### config.mk
export PLATFORM = sky130hd
export DESIGN_NAME = ordered_array_insert_erase_unit
export DESIGN_NICKNAME = d
export VERILOG_FILES = /design/src/hdl/oaie_pkg.sv /design/src/hdl/ordered_array_insert_erase_unit.sv
export SDC_FILE = /design/constraint.sdc
export NUM_CORES = 1
export LEC_CHECK = 0
export ABC_AREA = 1
export BUFFER_PORTS_ARGS = -buffer_cell sky130_fd_sc_hd__buf_2
export CELL_PAD_IN_SITES_DETAIL_PLACEMENT = 0
export CELL_PAD_IN_SITES_GLOBAL_PLACEMENT = 2
export CORE_ASPECT_RATIO = 1.1
export CORE_MARGIN = 1.5
export CORE_UTILIZATION = 45
export CTS_CLUSTER_DIAMETER = 150
export DETAILED_ROUTE_END_ITERATION = 10
export GPL_TIMING_DRIVEN = 1
export HOLD_SLACK_MARGIN = 0.08
export PLACE_DENSITY_LB_ADDON = 0.1
export SLEW_MARGIN = 20
export SYNTH_ARGS = -nofsm -noshare
export SYNTH_HDL_FRONTEND = slang
export SYNTH_SLANG_ARGS = --single-unit
### constraint.sdc
create_clock -name clk -period 6.1 [get_ports clk]
set_clock_uncertainty 0.1 [all_clocks]
set_input_delay 1.22 -clock clk [delete_from_list [all_inputs] [get_ports clk]]
set_output_delay 1.22 -clock clk [all_outputs]
set_load 0.05 [all_outputs]
### src/hdl/oaie_pkg.sv
// package for the ordered array insert/erase unit: field widths, codes and fsm states
`timescale 1ns / 1ps
`default_nettype none

package oaie_pkg;

	localparam int CAPACITY_DEF   = 16;
	localparam int DATA_WIDTH_DEF = 32;

	localparam int ACTION_W = 3;
	localparam int POS_W    = 5;
	localparam int VALUE_W  = 32;
	localparam int COUNT_W  = 5;
	localparam int STATUS_W = 2;

	localparam logic [ACTION_W-1:0] ACT_READ   = 3'd0;
	localparam logic [ACTION_W-1:0] ACT_INSERT = 3'd1;
	localparam logic [ACTION_W-1:0] ACT_ERASE  = 3'd2;
	localparam logic [ACTION_W-1:0] ACT_POP    = 3'd3;
	localparam logic [ACTION_W-1:0] ACT_CLEAR  = 3'd4;
	localparam logic [ACTION_W-1:0] ACT_RESIZE = 3'd5;

	localparam logic [STATUS_W-1:0] STAT_OK     = 2'd0;
	localparam logic [STATUS_W-1:0] STAT_FULL   = 2'd1;
	localparam logic [STATUS_W-1:0] STAT_BADPOS = 2'd2;

	typedef enum logic [2:0] {
		S_IDLE,
		S_READ_WAIT,
		S_SHIFT_UP,
		S_SHIFT_DOWN,
		S_DRAIN,
		S_PLACE,
		S_FILL,
		S_FINISH
	} state_t;

endpackage

`default_nettype wire

### src/hdl/ordered_array_insert_erase_unit.sv
// Ordered array with a live count: read, insert, erase, pop, clear and resize.
// The input channel (in_valid/in_ready) carries action, position and item_value;
// the output channel (out_valid/out_ready) returns read_value, element_count and
// status, exactly one result transaction per input transaction, in order.
// Elements sit in a CAPACITY-entry memory with one write and one registered read
// port; insert and erase move one entry per cycle through it.
// Path from acceptance to a result on the output register, by state:
//   pop, clear, failed actions, unused codes, resize that shrinks: straight to finish
//   read: read wait, then finish
//   insert: shift up, drain, place, finish; an append goes straight to place
//   erase: shift down, drain, finish; erasing the last element goes straight to finish
//   resize that grows: fill, one write per new entry, then finish
// One item is in work at a time; the next is taken once
// the result has moved to the output register.
// While a result waits for out_ready the next transaction is still accepted; its
// result is held until the output register frees up.
// Reset clears the live count and all control state; memory contents are not
// reset and an entry is only read after it has been written.
`timescale 1ns / 1ps
`default_nettype none

module ordered_array_insert_erase_unit #(
	parameter int CAPACITY   = oaie_pkg::CAPACITY_DEF,
	parameter int DATA_WIDTH = oaie_pkg::DATA_WIDTH_DEF
) (
	input  wire logic                                clk,
	input  wire logic                                arst_n,
	input  wire logic                                in_valid,
	output logic                                     in_ready,
	input  wire logic [oaie_pkg::ACTION_W-1:0]       action,
	input  wire logic [oaie_pkg::POS_W-1:0]          position,
	input  wire logic signed [oaie_pkg::VALUE_W-1:0] item_value,
	output logic                                     out_valid,
	input  wire logic                                out_ready,
	output logic signed [oaie_pkg::VALUE_W-1:0]      read_value,
	output logic [oaie_pkg::COUNT_W-1:0]             element_count,
	output logic [oaie_pkg::STATUS_W-1:0]            status
);
	import oaie_pkg::*;

	localparam int IDX_W = $clog2(CAPACITY);
	localparam int CNT_W = $clog2(CAPACITY + 1);
	localparam int CMP_W = (CNT_W > POS_W) ? CNT_W : POS_W;
	localparam logic [CMP_W-1:0] CAP_EXT = CMP_W'(CAPACITY);

	// element memory
	logic [DATA_WIDTH-1:0] mem [CAPACITY];
	logic [DATA_WIDTH-1:0] rdata_q;
	logic                  re;
	logic [IDX_W-1:0]      raddr;
	logic                  we;
	logic [IDX_W-1:0]      waddr;
	logic [DATA_WIDTH-1:0] wdata;

	state_t                state_q, state_d;
	logic [CNT_W-1:0]      count_q, count_d;
	logic [CNT_W-1:0]      newcnt_q, newcnt_d;
	logic [IDX_W-1:0]      addr_q, addr_d;
	logic [IDX_W-1:0]      end_q, end_d;
	logic [DATA_WIDTH-1:0] val_q, val_d;
	logic [DATA_WIDTH-1:0] rd_q, rd_d;
	logic [STATUS_W-1:0]   st_q, st_d;
	logic                  ins_q, ins_d;
	logic                  wpend_s1, wpend_d;
	logic [IDX_W-1:0]      waddr_s1, waddr_d;
	logic                  out_valid_q, out_valid_d;
	logic [VALUE_W-1:0]    rv_q, rv_d;
	logic [COUNT_W-1:0]    ec_q, ec_d;
	logic [STATUS_W-1:0]   status_q, status_d;
	logic [CMP_W-1:0]      pos_ext;
	logic [CMP_W-1:0]      cnt_ext;

	assign pos_ext = CMP_W'(position);
	assign cnt_ext = CMP_W'(count_q);

	// one write port: a pending shift write has priority, fill and place never overlap it
	always_comb begin
		we    = 1'b0;
		waddr = addr_q;
		wdata = val_q;
		if (wpend_s1) begin
			we    = 1'b1;
			waddr = waddr_s1;
			wdata = rdata_q;
		end else if (state_q == S_FILL) begin
			we    = 1'b1;
			waddr = addr_q;
		end else if (state_q == S_PLACE) begin
			we    = 1'b1;
			waddr = end_q;
		end
	end

	always_ff @(posedge clk) begin
		if (we) begin
			mem[waddr] <= wdata;
		end
		if (re) begin
			rdata_q <= mem[raddr];
		end
	end

	always_comb begin
		state_d     = state_q;
		count_d     = count_q;
		newcnt_d    = newcnt_q;
		addr_d      = addr_q;
		end_d       = end_q;
		val_d       = val_q;
		rd_d        = rd_q;
		st_d        = st_q;
		ins_d       = ins_q;
		wpend_d     = 1'b0;
		waddr_d     = waddr_s1;
		out_valid_d = out_valid_q & ~out_ready;
		rv_d        = rv_q;
		ec_d        = ec_q;
		status_d    = status_q;
		in_ready    = 1'b0;
		re          = 1'b0;
		raddr       = addr_q;

		unique case (state_q)
			S_IDLE: begin
				in_ready = 1'b1;
				if (in_valid) begin
					val_d   = DATA_WIDTH'($unsigned(item_value));
					rd_d    = '0;
					st_d    = STAT_OK;
					ins_d   = 1'b0;
					state_d = S_FINISH;
					unique case (action)
						ACT_READ: begin
							if (pos_ext < cnt_ext) begin
								re      = 1'b1;
								raddr   = IDX_W'(pos_ext);
								state_d = S_READ_WAIT;
							end else begin
								st_d = STAT_BADPOS;
							end
						end
						ACT_INSERT: begin
							if (cnt_ext >= CAP_EXT) begin
								st_d = STAT_FULL;
							end else if (pos_ext > cnt_ext) begin
								st_d = STAT_BADPOS;
							end else begin
								newcnt_d = CNT_W'(cnt_ext + 1'b1);
								end_d    = IDX_W'(pos_ext);
								ins_d    = 1'b1;
								if (pos_ext == cnt_ext) begin
									state_d = S_PLACE;
								end else begin
									addr_d  = IDX_W'(cnt_ext - 1'b1);
									state_d = S_SHIFT_UP;
								end
							end
						end
						ACT_ERASE: begin
							if (count_q == '0 || pos_ext >= cnt_ext) begin
								st_d = STAT_BADPOS;
							end else if (pos_ext == cnt_ext - 1'b1) begin
								count_d = count_q - 1'b1;
							end else begin
								newcnt_d = count_q - 1'b1;
								addr_d   = IDX_W'(pos_ext + 1'b1);
								end_d    = IDX_W'(cnt_ext - 1'b1);
								state_d  = S_SHIFT_DOWN;
							end
						end
						ACT_POP: begin
							if (count_q == '0) begin
								st_d = STAT_BADPOS;
							end else begin
								count_d = count_q - 1'b1;
							end
						end
						ACT_CLEAR: begin
							count_d = '0;
						end
						ACT_RESIZE: begin
							if (pos_ext > CAP_EXT) begin
								st_d = STAT_FULL;
							end else if (pos_ext > cnt_ext) begin
								newcnt_d = CNT_W'(pos_ext);
								addr_d   = IDX_W'(cnt_ext);
								end_d    = IDX_W'(pos_ext - 1'b1);
								state_d  = S_FILL;
							end else begin
								count_d = CNT_W'(pos_ext);
							end
						end
						default: begin
							// unused codes: no change, status ok
						end
					endcase
				end
			end
			S_READ_WAIT: begin
				rd_d    = rdata_q;
				state_d = S_FINISH;
			end
			S_SHIFT_UP: begin
				// read entry addr, written in the following cycle one place up
				re      = 1'b1;
				wpend_d = 1'b1;
				waddr_d = IDX_W'(addr_q + 1'b1);
				if (addr_q == end_q) begin
					state_d = S_DRAIN;
				end else begin
					addr_d = addr_q - 1'b1;
				end
			end
			S_SHIFT_DOWN: begin
				re      = 1'b1;
				wpend_d = 1'b1;
				waddr_d = addr_q - 1'b1;
				if (addr_q == end_q) begin
					state_d = S_DRAIN;
				end else begin
					addr_d = IDX_W'(addr_q + 1'b1);
				end
			end
			S_DRAIN: begin
				if (ins_q) begin
					state_d = S_PLACE;
				end else begin
					count_d = newcnt_q;
					state_d = S_FINISH;
				end
			end
			S_PLACE: begin
				count_d = newcnt_q;
				state_d = S_FINISH;
			end
			S_FILL: begin
				if (addr_q == end_q) begin
					count_d = newcnt_q;
					state_d = S_FINISH;
				end else begin
					addr_d = IDX_W'(addr_q + 1'b1);
				end
			end
			S_FINISH: begin
				// hold the result until the output register is free
				if (!out_valid_q || out_ready) begin
					out_valid_d = 1'b1;
					rv_d        = VALUE_W'(rd_q);
					ec_d        = COUNT_W'(count_q);
					status_d    = st_q;
					state_d     = S_IDLE;
				end
			end
			default: begin
				state_d = S_IDLE;
			end
		endcase
	end

	always_ff @(posedge clk or negedge arst_n) begin
		if (!arst_n) begin
			state_q     <= S_IDLE;
			count_q     <= '0;
			wpend_s1    <= 1'b0;
			out_valid_q <= 1'b0;
			ins_q       <= 1'b0;
		end else begin
			state_q     <= state_d;
			count_q     <= count_d;
			wpend_s1    <= wpend_d;
			out_valid_q <= out_valid_d;
			ins_q       <= ins_d;
		end
	end

	always_ff @(posedge clk) begin
		newcnt_q <= newcnt_d;
		addr_q   <= addr_d;
		end_q    <= end_d;
		val_q    <= val_d;
		rd_q     <= rd_d;
		st_q     <= st_d;
		waddr_s1 <= waddr_d;
		rv_q     <= rv_d;
		ec_q     <= ec_d;
		status_q <= status_d;
	end

	assign out_valid     = out_valid_q;
	assign read_value    = rv_q;
	assign element_count = ec_q;
	assign status        = status_q;

endmodule

`default_nettype wire

### Word-level counts from Yosys, hierarchy flattened

Memory sizes are Yosys's and may differ from the RTL's. A register that Yosys moved wholly into a read port is not among the register bits.
Cells that the tools add are included.

* add/subtract/negate cells: 6
* magnitude comparators: 5
* eq/ne operators: 40
* multiplexer cells: 85
* bitwise logic cells: 2
* reduce and logical (&&, ||, !) cells: 21

Operators by type and width (number)
* 4-bit 2-to-1 mux: 23
* 5-bit 2-to-1 mux: 14
* 32-bit 2-to-1 mux: 2
* 32-bit case mux with 2 select lines: 1
* 5-bit case mux with 4 select lines: 2
* 4-bit case mux with 3 select lines: 3
* 3-bit 2-to-1 mux: 10
* 3-bit != test (second input constant): 10
* 2-bit != test (second input constant): 11
* 3-bit == test (second input constant): 6
* 1-bit 2-to-1 mux: 18
* 3-bit case mux with 6 select lines: 1
* 5-bit case mux with 3 select lines: 1
* 3-bit by 2-bit == test with 1-bit output (second input constant): 4
* 2-bit 2-to-1 mux: 6
* 3-bit case mux with 4 select lines: 1
* 12-bit AND reduction: 1
* 5-bit == test: 2
* 2-bit case mux with 5 select lines: 1
* 10-bit AND reduction: 1
* 9-bit AND reduction: 1
* 4-bit by 1-bit adder with 4-bit output (second input constant): 2
* 4-bit case mux with 2 select lines: 1
* 4-bit by 1-bit subtractor with 4-bit output (second input constant): 2
* other kinds (25): 35

* bits in registers: 133
* RAM bits: 512
* input bits: 44
* output and inout bits: 41
* memories: 1

Memory list
* mem: depth 16, width 32, rd ports 1, clocked after Yosys merged registers in 1, write ports 1, line ordered_array_insert_erase_unit.sv:47 `logic [DATA_WIDTH-1:0] mem [CAPACITY];`

### Logic depth before layout (Yosys ltp)

Gate-level depths: netlist of the first run.

* word-level depth: 7
* gate-level depth with buffers: 16
* gate-level depth less buffers: 16

### Worst setup path after synthesis of the first run

No wires, ideal clock.

* kind: input-to-reg
* from: in position[4] in the netlist's numbering
* to: reg end_q[0] (enable)
* library setup time: 0.399 ns
* arrival time: 3.346 ns
* data required time: 5.601 ns
* slack: 2.255 ns
* stages on the path: 10
* buffers on the path: 0
* cell sequence: ha_1 -> nand2_1 -> inv_1 -> a21oi_1 -> nand2_1 -> nor2_1 -> nand2_1 -> nand2_1 -> nand3_1 -> nor4_1

* longest elaborated chain between the ends: 4

Ends and longest elaborated chain
* start, declared: line ordered_array_insert_erase_unit.sv:31 `input wire logic [oaie_pkg::POS_W-1:0] position,`
* 5-bit >= comparator: line ordered_array_insert_erase_unit.sv:160 `if (count_q == '0 || pos_ext >= cnt_ext) begin`
* 1-bit logical OR: line ordered_array_insert_erase_unit.sv:160
* 2-bit != test (no line)
* 9-bit AND reduction (no line) *
* end signal, assigned: line ordered_array_insert_erase_unit.sv:279 `end_q <= end_d;`
* end, declared: line ordered_array_insert_erase_unit.sv:59 `logic [IDX_W-1:0] end_q, end_d;`

Mark *: on every way between the ends. The rest lies on a longest branch, timed or not.
A chain may end at the register's enable or synchronous reset.

### Final worst setup path of the first run

* from: in position[4] in the netlist's numbering
* to: reg rdata_q[14], read port of mem, data pin

* longest elaborated chain between the ends: 5

Ends and longest elaborated chain
* 5-bit < comparator *: line ordered_array_insert_erase_unit.sv:134 `if (pos_ext < cnt_ext) begin`
* 1-bit 2-to-1 mux or 4-bit 2-to-1 mux (tied branches): line ordered_array_insert_erase_unit.sv:134
* 1-bit 2-to-1 mux or 4-bit 2-to-1 mux (tied branches): line ordered_array_insert_erase_unit.sv:132 `unique case (action)`
* 1-bit 2-to-1 mux or 4-bit 2-to-1 mux (tied branches): line ordered_array_insert_erase_unit.sv:126 `if (in_valid) begin`
* 1-bit case mux with 2 select lines or 4-bit 2-to-1 mux (tied branches): line ordered_array_insert_erase_unit.sv:123 `unique case (state_q)`
* end, declared: line ordered_array_insert_erase_unit.sv:48 `logic [DATA_WIDTH-1:0] rdata_q;`

Marked as above.

==> run summary, run 1 <==
Fin. Hold Viols - 0
Least-Margin Pin Slew - 1.121 ns
Pwr/cell area - 524.1 nW/µm²
Initial antenna violation count - 0
Top cells by count, synth - edfxtp_1, nand2_1, inv_1
Status - finished clean
Net Sw Frac - 38.67%
Synth Register Bits - 677
Vias in the first global route - 18660
CP endpoint kind - flip-flop
H-tree levels - 3
Register-to-register setup slack - 2.19 ns
Post-synthesis instance total - 2793
Synth area leader - edfxtp_1
Inst Count DP - 3677
Cell Rows - 98
Core footprint - 64860 µm²
IO Port Bufs - 84
Distinct cell type count after synthesis - 39
CTS tree - yes
Hold Path Class - flip-flop to flip-flop
GR Util All Layers - 24.29%
I/O pin total - 85
Post-DP HPWL - 41780 µm
Cts hold-fix bufs - 0
Max-cap viol count - 0
Final #Nets - 2958
CTS Buffer Depth - 3
RSZ-0062 raised after global routing - false
Setup Fix Bufs, Post-CTS - 0
Syn Std Cell Area - 29440 µm²
Setup TNS Final - 0 ns
Clk_lat worst skew - 0.62 ns
Post-synth top flop - edfxtp_1
Final core utilization - 51.55%
Combinational fraction of design power - 35.8%
Leak - 14.28 nW
Share of power burned in registers - 40.0%
Peak supply drop - 0.2797 mV
DR vias/cell - 5.087
Starting Density - 45.39%
Crit share post-route - 64.88%
Clk pin slew, worst setup/hold paths - 0.06 ns
Slew HR - 25.09%
Number of flops mapped to enable cells by yosys - 666
P_sw - 0.006777 W
Post-DP Area - 31180 µm²
Synth Net Count - 2848
Detail Route Antenna Nets - 0
Clock Sinks - 677
Async S/R FF share, synth - 1.625%
WS Path Type - input port to flip-flop
Internal - 0.01075 W
Initial drt markers - 1426
Startpoint types - input port
Synth Area per Inst - 10.54 µm²
Top-count cell post-synth - edfxtp_1
Crit Path Max Fanout - 109
Global-route wire length before repair - 118800 µm
Worst path required time - 6.36 ns
Die width - 246.9 µm
Worst EP arrival - 4.22 ns
Wire per inst - 21.03 µm
TritonRoute pass-1 iters - 5
Top cell type's share of synthesized area - 67.93%
Clk root buf - clkbuf_16
Total gr overflow - 0
Vert. Die Dim - 271.3 µm
Via count - 19360
Clock power frac - 24.1%
GP Congestion - 0.8038
Largest net degree at the start of global routing - 110
Area Growth Syn to Fin - 13.58%
Pins over their slew limit - 0
Post-route cell area - 33440 µm²
CTS buffer count - 74
Die area - 66970 µm²
Sequential cell area fraction in the yosys report - 68.87%
Synth area leaders - edfxtp_1, nand3_1, nand2_1
DRC - 0
WL final - 80030 µm
Final setup viols - 0
Ys Warns - 0
Finished Layout Cells - 3806
CTS resizes - 0
Fillers - 5773
Fmax - 0.2527 GHz
Final critical-path required period - 3.958 ns
Share of cells above drive strength 1 - 9.848%
[through the flow]
step	hold WS, ns	total power (W)	setup WS, ns
6_report	0.3135	0.01752	2.142
2_1_floorplan	0.3003	0.01106	2.255
4_1_cts	0.3139	0.01770	2.144
3_3_place_gp	0.3003	0.01338	1.528
3_5_place_dp	0.3045	0.01344	1.496
5_1_grt	0.3220	0.01853	1.928
[cell usage in the layout (no fill, tap or decap), types with 6 or more instances in the layout]
cell type and n:
buf_4 64, nand3_1 534, clkbuf_1 18, nor2_4 19, nand2_1 618, dfrtp_1 11
o21ai_0 66, buf_12 7, nand4_1 6, edfxtp_1 666, buf_2 84, clkinv_1 15
ha_1 11, xor2_1 8, inv_1 603, clkbuf_16 78, nor2_1 67, nor3_1 7
clkinv_2 9, a21oi_1 9
[worst max-delay path: stages]
cell	delay (ns)
buf_2	0.13
ha_1	0.31
nand2_1	0.11
inv_1	0.06
nand2_1	0.06
nand2_1	0.04
nor2_1	0.16
nand3_2	0.42
nand2_8	0.79
buf_4	0.40
nand2_1	0.08
nand3_1	0.07
nand3_1	0.09
nand3_1	0.13
nand2_1	0.06
[kinds of logic (layout without fill, tap and decap cells)]
group,after synthesis,count (layout),synth area share [%]
AOI/OAI and AO/OA,97,97,1.823
DFF,677,677,68.87
muxes,1,1,0.03400
adders and majority gates,11,11,0.4675
and+or+nand+nor,1266,1266,18.75
xor gates and xnor gates,12,12,0.3570
buffers and inverters,729,891,9.702
other,0,1,0
[per-layer routing]
layer / track usage, % / vias to the layer above / routed length, µm / share of wire (%)
li1: - / 9326 / - / -
met1: 32.86 / 9445 / 35150 / 44
met2: 40.54 / 470 / 38920 / 49
met3: 3.599 / 120 / 3989 / 5.0
met4: 7.253 / 0 / 1968 / 2.5
met5: 0 / - / 0 / 0
[worst paths after layout]
check                      cells past startpoint        start             end
setup / recovery                              15  position[4]     rdata_q[14]
hold / removal                                 0     rd_q[30]  read_value[30]
min in group asynchronous                      1       arst_n           ins_q
max in group asynchronous                      1       arst_n       out_valid
setup reg to reg                               9   state_q[0]     mem[12][19]
hold reg to reg                                0     rd_q[30]  read_value[30]
[power by group through the flow]
| stage | Sequential [W] | Clock [W] | Combinational [W] |
|---|---|---|---|
| 2_1_floorplan | 0.00728 | 0 | 0.00378 |
| 3_3_place_gp | 0.00709 | 0 | 0.00629 |
| 3_5_place_dp | 0.00710 | 0 | 0.00634 |
| 4_1_cts | 0.00702 | 0.00432 | 0.00636 |
| 5_1_grt | 0.00709 | 0.00449 | 0.00696 |
| 6_report | 0.00701 | 0.00423 | 0.00628 |
[registers in the layout, summed over array words and instances, names as in the netlist]
signal,count
wpend_s1,1
rd_q,32
status,2
state_q,3
out_valid,1
addr_q,4
waddr_s1,4
ins_q,1
cnt_ext,5
element_count,5
end_q,4
mem,512
val_q,32
newcnt_q,5
st_q,2
rdata_q,32
read_value,32
[final cells by class]
class	instances	area [µm²]	share of cell area [%]
inverters	608	2282	6.825
multi-input cells	1387	6525	19.51
well taps	850	1064	3.180
flip-flops and latches	677	20270	60.63
repair buffers	155	1041	3.113
diodes	1	2.502	0.007483
clock inverters	30	203.9	0.6099
clock buffers	98	2047	6.121
Note: power is estimated with default switching activity, not from simulation.
==> run 2: changes to the inputs <==
- CORE_UTILIZATION: 45 -> 42
- clock period: 6.1 -> 4 ns (I/O delays scaled with it)
==> run 2 against run 1 <==
Sequential power grew 53%. Clock power grew 69%. Design area grew 3.0%. Wire length grew 1.5%. Via count grew 1.1%. Setup slack lost 1.5 ns. Clock-buffer cell count is the same. Register-to-register slack lost 1.5 ns. Critical path type is now flip-flop to flip-flop. Largest power group unchanged.
==> run summary, run 2 (synthesis results as in run 1) <==
Clock Sinks - 677
Vert. Die Dim - 280.7 µm
P_sw - 0.01062 W
Starting Density - 42.51%
GR Util All Layers - 23.00%
Post-DP HPWL - 45360 µm
Combinational fraction of design power - 36.4%
Area Growth Syn to Fin - 17.02%
Largest net degree at the start of global routing - 69
DR vias/cell - 4.973
Slew HR - 30.50%
CP endpoint kind - flip-flop
TritonRoute pass-1 iters - 5
Wire per inst - 20.63 µm
Setup TNS Final - 0 ns
Final core utilization - 49.75%
Max-cap viol count - 0
Clk root buf - clkbuf_16
Net Sw Frac - 37.94%
H-tree levels - 3
Crit Path Max Fanout - 49
Share of power burned in registers - 38.1%
GP Congestion - 0.8252
Final #Nets - 3003
Pwr/cell area - 812.6 nW/µm²
Inst Count DP - 3795
Global-route wire length before repair - 122100 µm
DRC - 0
ANT cells - 0
WL final - 81210 µm
Final setup viols - 0
Vias in the first global route - 19280
Share of cells above drive strength 1 - 11.50%
Finished Layout Cells - 3936
Least-Margin Pin Slew - 1.036 ns
Startpoint types - flip-flop
Die area - 71700 µm²
Clock power frac - 25.5%
CTS Buffer Depth - 3
Hold Path Class - input port to flip-flop
IO Port Bufs - 84
Die width - 255.4 µm
Fin. Hold Viols - 0
Most common cell after layout, fill and taps aside - edfxtp_1
Total gr overflow - 0
I/O pin total - 85
Clk pin slew, worst setup/hold paths - 0.06 ns
Pins over their slew limit - 0
Clk_lat worst skew - 0.62 ns
Peak supply drop - 0.5718 mV
CTS tree - yes
Final critical-path required period - 3.344 ns
WS Path Type - flip-flop to flip-flop
CTS buffer count - 77
Setup Fix Bufs, Post-CTS - 0
Most frequent cells in the layout - edfxtp_1, nand2_1, inv_1
Worst EP arrival - 3.61 ns
Core footprint - 69250 µm²
Status - finished clean
Leak - 14.72 nW
Fmax - 0.2991 GHz
RSZ-0062 raised after global routing - false
Crit share post-route - 83.59%
Worst path required time - 4.27 ns
Cell Rows - 101
Internal - 0.01737 W
Top reg by flops - mem
Initial drt markers - 1517
Via count - 19580
Max reg flops - 512
Initial antenna violation count - 1
Detail Route Antenna Nets - 0
[run 2: cell count changes in the layout (fill, tap and decap cells not counted), moves of 2 or more]
cell,change
buf_12,+24
buf_4,+17
bufinv_16,+7
clkbuf_1,-2
clkbuf_16,+2
inv_6,+3
o21ai_0,-3
o21ai_1,+2
[run 2: power groups by stage]
stage	clock, W	combinational [W]	sequential (W)
global route	0.00754	0.0113	0.0108
floorplan	0	0.00576	0.0111
detailed placement	0	0.0103	0.0108
CTS	0.00728	0.0104	0.0107
finish	0.00713	0.0102	0.0107
global placement	0	0.0102	0.0108
[run 2: what timing repair did]
action | in CTS | in global routing
hold endpoints to repair | 11 | 0
hold buffers | 1 | 0
resized for setup | 0 | 0
[run 2: layout make-up]
type / instances / area, µm²
timing repair buffer: 197 / 1659
tap: 927 / 1160
inverter: 608 / 2282
clock buffer: 98 / 2090
sequential: 677 / 20270
clock inverter: 42 / 454.2
fill: 6326 / 34800
multi-input combinational: 1387 / 6531
[run 2: worst paths after layout]
path                               start  slack [ns]  depth (start not counted)        endpoint
max                           cnt_ext[2]        0.66                         15     rdata_q[15]
min                        item_value[9]        0.25                          1        val_q[9]
max reg2reg                   cnt_ext[2]        0.66                         15     rdata_q[15]
min reg2reg                     rd_q[22]        0.32                          0  read_value[22]
max in group asynchronous         arst_n        3.06                          2      cnt_ext[4]
min in group asynchronous         arst_n        0.50                          2           ins_q
[run 2: metal layers]
metal  global-route usage (%)  routed length (µm)  up-vias
met4                    6.929                1882        0
met1                    30.66               36270     9540
met5                        0                   0        -
met3                    2.877                3526      116
met2                    39.34               39530      478
li1                         -                   -     9441
[run 2: metrics by stage]
stage	hold WS [ns]	area [µm²]	total power, W	worst slack [ns]
global placement	0.3006	31890	0.02103	0.4011
global route	0.2321	34450	0.02962	0.3928
CTS	0.2192	34440	0.02833	0.6460
floorplan	0.3003	29440	0.01686	0.5751
finish	0.2501	34450	0.02800	0.6563
detailed placement	0.3045	31890	0.02114	0.3571
[run 2: worst max-delay path, stage by stage, from the launching register on]
cell	delay (ns)
dfrtp_1	0.46
inv_1	0.17
ha_1	0.34
nand2_1	0.07
nor2_1	0.13
nand2_1	0.13
nand3_4	0.12
buf_4	0.20
nand2_2	0.15
nand2_8	0.36
buf_4	0.38
nand2_1	0.10
nand3_1	0.10
nand3_1	0.08
nand3_1	0.08
nand2_1	0.05
==> run 3: changes to the inputs <==
- clock period: 4 -> 3.4 ns (I/O delays scaled with it)
==> run 3 against run 2 <==
Register-to-register slack got worse by 0.24 ns. Non-clock buffer count increased by 15. Power increased by 16%. Setup slack got worse by 0.24 ns. Hold slack got worse by 0.12 ns. Sequential share of layout area decreased by 0.13 points. Clock power increased by 7.7%. Global-route usage decreased by 0.30 points. Design area increased by 0.22%. Final cell count increased by 0.30%. Sequential power increased by 17%. Critical endpoint is now rdata_q[2]. Largest cell class unchanged.
==> run summary, run 3 (synthesis results as in run 1) <==
Status - finished clean
Final #Nets - 3016
Post-DP HPWL - 44800 µm
Area Growth Syn to Fin - 17.28%
CTS Buffer Depth - 3
Most frequent cells in the layout - edfxtp_1, nand2_1, inv_1
Peak supply drop - 0.8009 mV
DRC - 0
TritonRoute pass-1 iters - 6
Final critical-path required period - 2.983 ns
Max-cap viol count - 0
Clk root buf - clkbuf_16
Top reg by flops - mem
Share of cells above drive strength 1 - 11.75%
CP endpoint kind - flip-flop
Via count - 19580
Detail Route Antenna Nets - 0
Die area - 71700 µm²
Setup TNS Final - 0 ns
Worst path required time - 3.76 ns
Worst EP arrival - 3.34 ns
CTS resizes - 0
Crit Path Max Fanout - 30
RSZ-0062 raised after global routing - false
Wire per inst - 20.34 µm
GP Congestion - 0.8180
Clk pin slew, worst setup/hold paths - 0.06 ns
Leak - 14.76 nW
WHS - 0.1335 ns
Initial drt markers - 1459
Fmax - 0.3353 GHz
H-tree levels - 3
I/O pin total - 85
Pwr/cell area - 940.6 nW/µm²
Startpoint types - flip-flop
ANT cells - 0
Cell Rows - 101
Setup Fix Bufs, Post-CTS - 0
Clock Sinks - 677
Starting Density - 42.51%
CTS tree - yes
Initial antenna violation count - 1
Pins over their slew limit - 0
GR Util All Layers - 22.70%
Total gr overflow - 0
IO Port Bufs - 84
WL final - 80300 µm
Fin. Hold Viols - 0
Vert. Die Dim - 280.7 µm
Vias in the first global route - 19210
Core footprint - 69250 µm²
Most common cell after layout, fill and taps aside - edfxtp_1
Max reg flops - 512
Largest net degree at the start of global routing - 56
CTS buffer count - 75
Slew HR - 50.56%
WS Path Type - flip-flop to flip-flop
Die width - 255.4 µm
Hold Path Class - input port to flip-flop
Clk_lat worst skew - 0.62 ns
Crit share post-route - 87.72%
Global-route wire length before repair - 120900 µm
DR vias/cell - 4.959
Least-Margin Pin Slew - 0.7417 ns
Final setup viols - 0
run 3: final cells by class:
| type | instances | area, µm² |
|---|---|---|
| clock buffer | 91 | 1979 |
| clock inverter | 46 | 322.8 |
| fill | 6348 | 34720 |
| inverter | 608 | 2282 |
| multi-input combinational | 1387 | 6524 |
| sequential | 677 | 20270 |
| tap | 927 | 1160 |
| timing repair buffer | 212 | 1984 |
run 3: worst paths after layout:
| path | from | to | slack (ns) | cells after the start |
|---|---|---|---|---|
| worst max-delay path | cnt_ext[3] | rdata_q[2] | 0.42 | 14 |
| worst min-delay path | item_value[28] | val_q[28] | 0.13 | 1 |
| worst max register to register | cnt_ext[3] | rdata_q[2] | 0.42 | 14 |
| worst min register to register | rd_q[26] | read_value[26] | 0.32 | 0 |
| max in group asynchronous | arst_n | cnt_ext[1] | 2.57 | 2 |
| min in group asynchronous | arst_n | out_valid | 0.39 | 2 |
run 3: timing repair:
item | in CTS | in global routing
hold buffers | 1 | 0
endpoints found under the hold margin | 11 | 0
endpoints found under the setup margin | 0 | 0
run 3: worst max-delay path, cell delays in order (launching register included):
cell     delay, ns
dfrtp_1       0.38
inv_1         0.18
ha_1          0.27
nand2_1       0.11
inv_1         0.06
a21oi_1       0.27
nand3_4       0.25
nand2_2       0.23
nand2_8       0.24
buf_4         0.28
nand2_1       0.08
nand3_1       0.07
nand3_1       0.10
nand3_1       0.07
nand2_1       0.13
run 3: layer usage:
metal  wire length, µm  track usage [%]
met1             36950            31.67
met2             38300            37.70
met3              3674            2.805
met4              1370            5.815
met5                 0                0
run 3: power by group:
part	total [W]	switching (W)	internal [W]	leakage (nW)
clock network	0.00768	0.00329	0.00439	1.14
registers	0.0125	0.000457	0.0121	6.21
logic	0.0123	0.00869	0.00360	7.41
total	0.0325	0.0124	0.0200	14.8
run 3: through the flow:
step           power, W  instance area, µm²  worst slack, ns  util, %  cells
2_1_floorplan   0.01984               29440          0.09514        -   2793
3_3_place_gp    0.02502               32210           0.1257    46.52   3810
3_5_place_dp    0.02511               32210           0.1116    46.52   3810
4_1_cts         0.03288               34530           0.3943    49.86   3948
5_1_grt         0.03439               34530           0.1492    49.86   3948
6_report        0.03248               34530           0.4175    49.86   3948
